`src/rtl/btkw_pkg.sv`:
```
// shared types, constants and helpers of the bitmap trie key walker
package btkw_pkg;

  localparam int NODES    = 4096;
  localparam int CHILDREN = 256;
  localparam int MAX_KEY  = 255;

  localparam int NODE_W       = 12;
  localparam int WORD_W       = 32;
  localparam int WSEL_W       = 3;
  localparam int WORDS        = 1 << WSEL_W;
  localparam int BIT_W        = 5;
  localparam int BM_ADDR_W    = NODE_W + WSEL_W;
  localparam int BM_DEPTH     = 1 << BM_ADDR_W;
  localparam int BASE_DEPTH   = 1 << NODE_W;
  localparam int BASE_W       = NODE_W + 1;
  localparam int SUM_W        = 9;
  localparam int ISSUE_W      = WSEL_W + 1;
  localparam int LIM_W        = 17;

  localparam logic [LIM_W-1:0]  NODES_LIM    = LIM_W'(NODES);
  localparam logic [8:0]        CHILDREN_LIM = 9'(CHILDREN);
  localparam logic [7:0]        MAX_KEY_CNT  = 8'(MAX_KEY);
  localparam logic [NODE_W:0]   NODE_MAX     = {1'b0, {NODE_W{1'b1}}};

  typedef enum logic [1:0] {
    OP_LOAD_BITMAP = 2'd0,
    OP_LOAD_BASE   = 2'd1,
    OP_START       = 2'd2,
    OP_KEY         = 2'd3
  } op_e;

  typedef enum logic [2:0] {
    S_IDLE,
    S_WALK,
    S_SCAN,
    S_CHECK,
    S_DONE
  } state_e;

  typedef struct packed {
    logic [1:0]        opcode;
    logic [NODE_W-1:0] load_node;
    logic [WSEL_W-1:0] word_select;
    logic [WORD_W-1:0] bitmap_word;
    logic [NODE_W-1:0] child_base;
    logic              base_is_terminal;
    logic [7:0]        key_byte;
  } in_item_t;

  typedef struct packed {
    logic              found;
    logic              failed;
    logic [NODE_W-1:0] current_node_out;
    logic              current_terminal_out;
    logic [7:0]        key_length;
  } out_item_t;

  typedef struct packed {
    logic                 we;
    logic [BM_ADDR_W-1:0] addr;
    logic [WORD_W-1:0]    data;
  } bm_wr_t;

  typedef struct packed {
    logic              we;
    logic [NODE_W-1:0] addr;
    logic [BASE_W-1:0] data;
  } base_wr_t;

  typedef struct packed {
    logic clr;
    logic en;
    logic last;
  } acc_ctl_t;

  function automatic logic [5:0] popcount32(input logic [WORD_W-1:0] v);
    logic [5:0] n;
    logic [2:0] nib;
    n = '0;
    for (int i = 0; i < 8; i++) begin
      nib = 3'(v[4*i]) + 3'(v[4*i+1]) + 3'(v[4*i+2]) + 3'(v[4*i+3]);
      n = n + 6'(nib);
    end
    return n;
  endfunction

endpackage

```
`src/rtl/btkw_accum.sv`:
```
// popcount and accumulate unit, one bitmap word per cycle while enabled
module btkw_accum (
  input  logic                          clk_i,
  input  btkw_pkg::acc_ctl_t            ctl_i,
  input  logic [btkw_pkg::BIT_W-1:0]    bit_sel_i,
  input  logic [btkw_pkg::WORD_W-1:0]   data_i,
  output logic [btkw_pkg::SUM_W-1:0]    sum_o,
  output logic                          hit_o
);

  logic [btkw_pkg::SUM_W-1:0]  sum_q, sum_d;
  logic                        hit_q, hit_d;
  logic [btkw_pkg::WORD_W-1:0] mask;
  logic [btkw_pkg::WORD_W-1:0] masked;

  always_comb begin
    // only bits below the key bit count in the last word
    mask   = ~({btkw_pkg::WORD_W{1'b1}} << bit_sel_i);
    masked = ctl_i.last ? (data_i & mask) : data_i;
    sum_d  = sum_q;
    hit_d  = hit_q;
    if (ctl_i.clr) begin
      sum_d = '0;
      hit_d = 1'b0;
    end else if (ctl_i.en) begin
      sum_d = sum_q + btkw_pkg::SUM_W'(btkw_pkg::popcount32(masked));
      if (ctl_i.last) begin
        hit_d = data_i[bit_sel_i];
      end
    end
  end

  always_ff @(posedge clk_i) begin
    sum_q <= sum_d;
    hit_q <= hit_d;
  end

  assign sum_o = sum_q;
  assign hit_o = hit_q;

endmodule

```
`config.mk`:
```
export PLATFORM = sky130hd
export DESIGN_NAME = btkw_accum
export DESIGN_NICKNAME = d
export VERILOG_FILES = /design/src/rtl/btkw_pkg.sv /design/src/rtl/btkw_accum.sv
export SDC_FILE = /design/constraint.sdc
export NUM_CORES = 1
export LEC_CHECK = 0
export BUFFER_PORTS_ARGS = -buffer_cell sky130_fd_sc_hd__buf_2
export CAP_MARGIN = 15
export CELL_PAD_IN_SITES_DETAIL_PLACEMENT = 0
export CELL_PAD_IN_SITES_GLOBAL_PLACEMENT = 1
export CORE_UTILIZATION = 44
export CTS_CLUSTER_SIZE = 14
export DETAILED_ROUTE_END_ITERATION = 7
export GPL_ROUTABILITY_DRIVEN = 0
export GPL_TIMING_DRIVEN = 0
export PLACE_DENSITY_LB_ADDON = 0.25
export RECOVER_POWER = 100
export SKIP_CTS_REPAIR_TIMING = 1
export SLEW_MARGIN = 20
export SYNTH_ARGS = -nofsm -noshare
export SYNTH_HDL_FRONTEND = slang
export SYNTH_SLANG_ARGS = --single-unit
```
`constraint.sdc`:
```
create_clock -name clk_i -period 14.8 [get_ports clk_i]
set_clock_uncertainty 0.2 [all_clocks]
set_input_delay 0.74 -clock clk_i [delete_from_list [all_inputs] [get_ports clk_i]]
set_output_delay 0.74 -clock clk_i [all_outputs]
set_load 0.01 [all_outputs]
```
==> Word-level counts from Yosys, hierarchy flattened <==
Cells that the tools add are included.
Widths: inputs -> output; s select.
{ "op_classes": {"addsub": 32, "magnitude_cmp": 1, "n_reduce_logical": 1, "shifts": 1, "muxes": 3, "bitwise": 2} }
{ "ops": {"columns": ["op", "n"], "rows": [
  ["$and 32x32->32", 1],
  ["$mux 32", 1],
  ["$not 32->32", 1],
  ["$shl 32x5->32 const A", 1],
  ["$add 2x1->3", 8],
  ["$add 3x1->3", 8],
  ["$add 6x3->6", 4],
  ["$add 1x1->2", 8],
  ["$add 9x6->9", 1],
  ["$add 5x3->6", 1],
  ["$lt 5x6->1 const B", 1],
  ["$add 4x3->5", 1],
  ["$bmux 1 s5", 1],
  ["$add 3x3->4", 1],
  ["$reduce_and 2->1", 1],
  ["$mux 1", 1]
]} }
{ "word_totals": {"elab_cells": 42, "reg_bits": 10, "inputBits": 41, "out_inout_bits": 10} }

==> Longest topological paths before layout <==
Gate-level depths: netlist of run 1.
{ "depth": {"depth_word": 15, "ltp_mapped": 22, "depth_no_buf": 20} }

==> Worst setup path before layout of run 1 <==
No wires, ideal clock.
{ "synth_path": {"path_type": "input-to-reg", "from": "in bit_sel_i[1] (netlist name)", "to": "reg sum_q (netlist bit sum_o[8])", "path_buffers": 3, "t_arrival_ns": 6.490, "setup_time_ns": 0.121, "required_time_ns": 14.479, "cell_stages": 21, "slack_ns": 7.990, "cell_sequence": "buf_6 > buf_2 > buf_1 > o41ai_1 > a21boi_0 > fa_1 > inv_1 > fa_1 > inv_1 > fa_1 > fa_1 > inv_1 > fa_1 > fa_1 > fa_1 > fa_1 > nor2b_1 > o21a_1 > o21ai_0 > a21oi_1 > mux2_2"} }
{ "synth_via": {"elab_chain_cells": 15, "word_cells_on_any_way": 36, "classes_between": "add/sub: 32; shift: 1; mux: 1; bitwise: 2"} }
{ "synth_rtl": {"columns": ["element", "line_no", "source"], "rows": [
  ["start: declaration", "btkw_accum.sv:5", "input logic [btkw_pkg::BIT_W-1:0] bit_sel_i,"],
  ["$shl 32x5->32 (*)", "btkw_accum.sv:18", "mask = ~({btkw_pkg::WORD_W{1'b1}} << bit_sel_i);"],
  ["$not 32->32 (*)", "btkw_accum.sv:18", null],
  ["$and 32x32->32 (*)", "btkw_accum.sv:19", "masked = ctl_i.last ? (data_i & mask) : data_i;"],
  ["$mux 32 (*)", "btkw_accum.sv:19", null],
  ["$add 1x1->2", "btkw_pkg.sv:82", "nib = 3'(v[4*i]) + 3'(v[4*i+1]) + 3'(v[4*i+2]) + 3'(v[4*i+3]);"],
  ["$add 2x1->3", "btkw_pkg.sv:82", null],
  ["$add 3x1->3", "btkw_pkg.sv:82", null],
  ["$add 3x3->4", "btkw_pkg.sv:83", "n = n + 6'(nib);"],
  ["$add 4x3->5", "btkw_pkg.sv:83", null],
  ["$add 5x3->6", "btkw_pkg.sv:83", null],
  ["$add 6x3->6 (3 in series)", "btkw_pkg.sv:83", null],
  ["$add 6x3->6 (*)", "btkw_pkg.sv:83", null],
  ["$add 9x6->9 (*)", "btkw_accum.sv:26", "sum_d = sum_q + btkw_pkg::SUM_W'(btkw_pkg::popcount32(masked));"],
  ["end signal: assignment", "btkw_accum.sv:34", "sum_q <= sum_d;"],
  ["end: declaration", "btkw_accum.sv:11", "logic [btkw_pkg::SUM_W-1:0] sum_q, sum_d;"]
]} }
Mark *: on every way between the ends. The rest lies on a longest branch, timed or not.
A chain may end at the register's enable or synchronous reset.

==> Worst setup path after layout of run 1 <==
Ends and elaborated chain as after synthesis.

==> results of run 1 <==
-- synth_stat cells, types with 4 or more instances --
cell,instances,area (sq um)
a21oi_1,5,25.0
nand3_1,8,40.0
nor2_1,11,41.3
o31ai_1,4,30.0
clkbuf_1,7,26.3
nor2b_1,8,50.1
fa_1,26,521
nor3_1,4,20.0
mux2i_1,5,50.1
a21boi_0,10,75.1
ha_1,15,188
o21ai_0,21,105
buf_1,4,15.0
inv_1,25,93.8
mux4_2,7,158
dfxtp_1,10,200
and2_1,4,25.0
nand2_1,33,124
-- stage by stage --
step | setup WS [ps] | instances
6_report | 7380 | 344
5_1_grt | 7050 | 344
4_1_cts | 7630 | 344
3_5_place_dp | 7390 | 340
3_3_place_gp | 7420 | 340
2_1_floorplan | 7990 | 241
-- power by group through the flow --
stage	Sequential (W)	Combinational [W]	Clock [W]
2_1_floorplan	0.0000400	0.000378	0
3_3_place_gp	0.0000383	0.000467	0
3_5_place_dp	0.0000384	0.000480	0
4_1_cts	0.0000378	0.000483	0.0000352
5_1_grt	0.0000387	0.000552	0.0000369
6_report	0.0000380	0.000471	0.0000350
-- layout make-up --
class                      instances  area, sq um
fill                             446         2030
multi-input combinational        190         1710
timing repair buffer              47          223
sequential                        10          200
inverter                          26         97.6
buffer                            15         65.1
tap                               52         65.1
clock buffer                       4         55.1
-- state kept, by name, summed over array words and instances, names as in the netlist --
signal / cells
sum_o: 9
hit_o: 1
-- cells by family (layout without fill, tap and decap cells) --
kind of cell	count (synthesis)	count (layout)	share of synthesized area
AO/OA/AOI/OAI	56	56	0.185
XOR/XNOR	1	1	0.00421
adder cells (fa/ha/maj)	41	41	0.341
buffers and inverters	41	92	0.0824
flip-flops	10	10	0.0963
multiplexers	15	15	0.118
AND/OR/NAND/NOR	77	77	0.174
-- worst reg2reg max path, delay by kind of cell (launching register included) --
family	cells	cell delay [ps]
fa+ha+maj	8	4060
compound gates	3	480
flops	1	360
mux	1	340
buf+inv	3	200
simple gates	1	130
-- cells in the final DEF (no fill, tap or decap), drive strengths merged, types with 5 or more instances in the layout --
cell type,synthesis,routed
inv,25,25
nand2,33,33
a21boi,10,10
dfxtp,10,10
nor2b,8,8
o21ai,21,21
a21oi,5,5
buf,8,42
nand3,8,8
mux2i,5,5
mux4,7,7
clkbuf,7,24
nor2,11,11
fa,26,26
ha,15,15
-- per-layer routing --
layer | up-vias | track usage
met5 | - | 0
met4 | 0 | 0.0422
met3 | 5 | 0.0370
met2 | 72 | 0.366
met1 | 933 | 0.376
li1 | 939 | -
-- worst max-delay path by stage --
stage / startpoint / end / cells after the start
after detailed placement: bit_sel_i[3] / sum_o[8] / 21
final: bit_sel_i[1] / sum_o[8] / 21
after global routing: bit_sel_i[1] / sum_o[8] / 21
after floorplan: bit_sel_i[1] / sum_o[8] / 21
after global placement: bit_sel_i[3] / sum_o[8] / 21
after CTS: bit_sel_i[3] / sum_o[8] / 21
==> metrics, run 1 <==
Max Cap Viol 0; nets roughly 380; Post-Synthesis Net Count between 300 and 400; die area ~5000 sq um; Core Box Area roughly 4400 sq um; HP Class flop to flop; Post-Syn Area per Cell between 8 and 9 sq um; CP required approximately 15000 ps; FFs w/ async S/R, synth 0; r2r startpoint sum_o[0]; TritonCTS Buffers 3; Post-synth EDFFs 0; Avg Vias per Cell 5.67; most frequent cell on the critical path fa_1; Worst-Skew Late Latency about 240 ps; drt initial violations between 200 and 250; Critical Path Slowest Stage Cell fa_1; WHS Path Cells 2; Post-synth top flop dfxtp_1; n_diodes 0; CP Max Fanout 10; Slowest Stage Delay on Critical Path ~540 ps; port buffer count 47; DR vias a little under 2000; first-pass GRT wire length about 9.5 mm; switching power 0.000266 W; Internal approximately 0.00028 W; YS warnings 0; highest routed layer met4; fin crit share 0.501; power density cells between 200 and 250 nW/um^2; Crit Path Class input port to flop; min-delay src sum_o[3]; WL met3 ~390 um; Synth Register Bits 10; CP delay by family, top adder cells; Least-Margin Pin Slew 513 ps; Relative slew margins 0.658; R2R Path End sum_o[8]; critical-path cell list clkbuf_1 > clkbuf_1 > clkbuf_1 > nand2_1 > o21ai_0 > nand2_1 > fa_1 > fa_1 > inv_1 > fa_1 > fa_1 > inv_1 > fa_1 > fa_1 > fa_1 > fa_1 > nor2b_1 > o21a_1 > o21ai_0 > a21oi_1 > mux2_2; Crit. End Element flop; combinational share of power 0.866; num ports a little over 50; H-tree lvl count 1; DRC errors left 14; status finished with violations; FF-to-FF setup slack ~8900 ps; CTS max path bufs 2; post-synthesis cell count between 200 and 250; crit path buf inv count 5; Final Setup Violations 0; largest net degree at the start of global routing 11; Detail Route Antenna Nets 0; Post-DP Area between 2000 and 2500 sq um; WHS roughly 290 ps; setup tns final 0 ps; CTS root buf clkbuf_8; vias in the first global route ~1900; Die X 70.7 um; CTS tree done; RSZ-0062 raised after global routing false; Yosys cell types 38; starting density of the core 0.468; CP Launch Type input port; sequential group share of total power 0.070; layout cells sized above 1 0.185; Hold Crit Endpoint sum_o[3]; failing checks DRC; Seq/Total Area, Yosys 0.0963; detailed placer's ending HPWL between 4 and 5 mm; cell area after layout between 2000 and 2500 sq um; Reg clk slew, reported paths ~50 ps; met1 WL between 2 and 3 mm; final core occ 0.543; Leak 1.10 nW; CP Data Arrival Time between 7000 and 8000 ps; Congestion Overflow GR 0; Hold Fails Final Rpt 0; 1st-pass router iterations 6; Power Total between 0.0005 and 0.0006 W; All-Layer GR Usage 0.244; initial antenna violation count 0; Net Sw Frac 0.490; met2 routed WL ~2.6 mm; WL final 5.67 mm; CTS Sinks 10; Mapped Area 2080 sq um; Worst R2R Path Depth 16; Die Ht ~70 um; FP Rows 24; Worst VDD drop between 200 and 300 uV; Max Clk Rate ~130 MHz; Routed WL per cell roughly 16 um; synth-to-layout area growth 16.1%; clock network power share 0.064; Tmin final 7420 ps; Final Max Tran Viols 0
Note: power is estimated with default switching activity, not from simulation.
==> inputs of run 2 (changes only) <==
--- a/config.mk
+++ b/config.mk
@@ -5,11 +5,12 @@
 export SDC_FILE = /design/constraint.sdc
 export NUM_CORES = 1
 export LEC_CHECK = 0
+export ABC_AREA = 1
 export BUFFER_PORTS_ARGS = -buffer_cell sky130_fd_sc_hd__buf_2
 export CAP_MARGIN = 15
 export CELL_PAD_IN_SITES_DETAIL_PLACEMENT = 0
 export CELL_PAD_IN_SITES_GLOBAL_PLACEMENT = 1
-export CORE_UTILIZATION = 44
+export CORE_UTILIZATION = 35
 export CTS_CLUSTER_SIZE = 14
 export DETAILED_ROUTE_END_ITERATION = 7
 export GPL_ROUTABILITY_DRIVEN = 0
==> constraint.sdc (replaced) <==
create_clock -name clk_i -period 6.6 [get_ports clk_i]
set_clock_uncertainty 0.2 [all_clocks]
set_input_delay 0.33 -clock clk_i [delete_from_list [all_inputs] [get_ports clk_i]]
set_output_delay 0.33 -clock clk_i [all_outputs]
set_load 0.01 [all_outputs]
==> run 2 against run 1 <==
Compared with the run above: the run now ends clean; cell area is 2.9% higher; synthesized cell count grew 30%; area after synthesis is 1.9% higher; non-clock buffer count decreased by 6; hold slack worse by 120 ps; combinational power grew to 2.6 times the previous value; via count up 8.8%; register-to-register slack lost 8000 ps; core utilization shrank 11 points; total power rose to 2.6 times the previous value; clock power is 120% higher; critical endpoint unchanged; highest routed layer unchanged.
==> metrics, run 2 <==
status finished clean; 1st-pass router iterations 4; Relative slew margins 0.760; CP Max Fanout 10; Avg Vias per Cell roughly 4.9; CTS root buf clkbuf_8; Seq/Total Area, Yosys 0.0945; Congestion Overflow GR 0; CTS Sinks 10; top-count cell post-synth nand2_1; Post-Syn Area per Cell 6.75 sq um; commonest non-fill, non-tap cell in the layout nand2_1; Post-DP Area about 2400 sq um; Fillers approximately 630; H-tree lvl count 1; Leak approximately 1.4 nW; largest net degree at the start of global routing 11; initial antenna violation count 0; Final Setup Violations 0; Power Total approximately 0.0014 W; Hold Fails Final Rpt 0; fin crit share 0.941; Crit Path Class input port to flop; drt initial violations roughly 130; multi-input logic area 1610 sq um; main area contributors after synthesis fa_1, nand2_1, inv_1, dfxtp_1, ha_1; All-Layer GR Usage 0.194; cell area after layout approximately 2500 sq um; post-synth top area share 0.246; TritonCTS Buffers 3; Core Box Area approximately 5700 sq um; Tmin final 6210 ps; post-synthesis cell count 314; port buffer count 47; Post-synth EDFFs 0; Max Cap Viol 0; power density cells between 500 and 600 nW/um^2; Worst VDD drop about 460 uV; CP required roughly 6600 ps; layout cells sized above 1 0.173; n_diodes 0; Least-Margin Pin Slew between 300 and 400 ps; RSZ-0062 raised after global routing false; setup tns final 0 ps; commonest non-fill, non-tap cells in the layout nand2_1, inv_1, buf_2; Critical Path Slowest Stage Cell fa_1; CTS tree done; Slowest Stage Delay on Critical Path approximately 570 ps; synth cell count leaders nand2_1, inv_1, fa_1, nor2_1, nand3_1; DRC errors left 0; Post-synth top flop dfxtp_1; Die Ht 79.8 um; max reg flops 9; Synth area leader fa_1; Synth Register Bits 10; detailed placer's ending HPWL ~5.1 mm; Mapped Area ~2100 sq um; synth-to-layout area growth 17.2%; crit path buf inv count 8; most frequent cell on the critical path fa_1; FFs w/ async S/R, synth 0; Reg clk slew, reported paths 50 ps; first-pass GRT wire length roughly 9.4 mm; Die X around 80 um; vias in the first global route approximately 1900; CP Launch Type input port; Post-Synthesis Net Count between 300 and 400; Register Area 200 sq um; DR vias around 2100; FP Rows 27; CTS max path bufs 2; Yosys cell types 29; Max Clk Rate about 160 MHz; starting density of the core 0.373; WL final between 5 and 6 mm; HP Class input port to flop; Routed WL per cell roughly 13 um; nets between 400 and 500; Final Max Tran Viols 0; die area approximately 6400 sq um; num ports just over 50; Worst-Skew Late Latency about 240 ps; CP delay by family, top adder cells; YS warnings 0; Crit. End Element flop; CP Data Arrival Time a little over 6000 ps; Detail Route Antenna Nets 0
## run 2: worst paths after layout
kind             from  endpoint  slack (ps)  cells after the start
max          ctl_i[0]  sum_o[8]         390                     25
min          ctl_i[2]  sum_o[8]         170                      2
min reg2reg  sum_o[8]  sum_o[8]         300                      2
max reg2reg  sum_o[0]  sum_o[8]         890                     18
## run 2: final cells by class
| type | instances | area share |
|---|---|---|
| Multi-Input combinational cell | 231 | 0.647 |
| Inverter | 64 | 0.0968 |
| Timing Repair Buffer | 47 | 0.0897 |
| Sequential cell | 10 | 0.0806 |
| Tap cell | 72 | 0.0363 |
| Buffer | 9 | 0.0272 |
| Clock buffer | 4 | 0.0222 |
## run 2: stage by stage
stage	hold slack, ps	setup slack, ps	util	cells
floorplan	199	675	-	314
global placement	284	154	0.431	433
detailed placement	285	139	0.431	433
CTS	168	373	0.440	437
global route	171	65.5	0.437	437
finish	168	390	0.437	437
## run 2: logic make-up (layout without fill, tap and decap cells)
| group | Yosys count | count (layout) | share of synthesized area |
|---|---|---|---|
| buf+inv | 73 | 124 | 0.145 |
| flops | 10 | 10 | 0.0945 |
| compound gates | 56 | 56 | 0.157 |
| fa+ha+maj | 41 | 41 | 0.334 |
| simple gates | 130 | 130 | 0.253 |
| xor+xnor | 4 | 4 | 0.0165 |
## run 2: where the power goes
part | switching [W] | leakage, nW | internal (W)
clock network | 0.0000252 | 0.0288 | 0.0000525
logic | 0.000707 | 1.29 | 0.000519
registers | 0.0000153 | 0.0825 | 0.0000812
## run 2: per-layer routing
metal | routed length [um] | global-route usage
met4 | 8 | 0.0214
met5 | 0 | 0
met1 | 2930 | 0.305
met2 | 2520 | 0.284
met3 | 360 | 0.0251
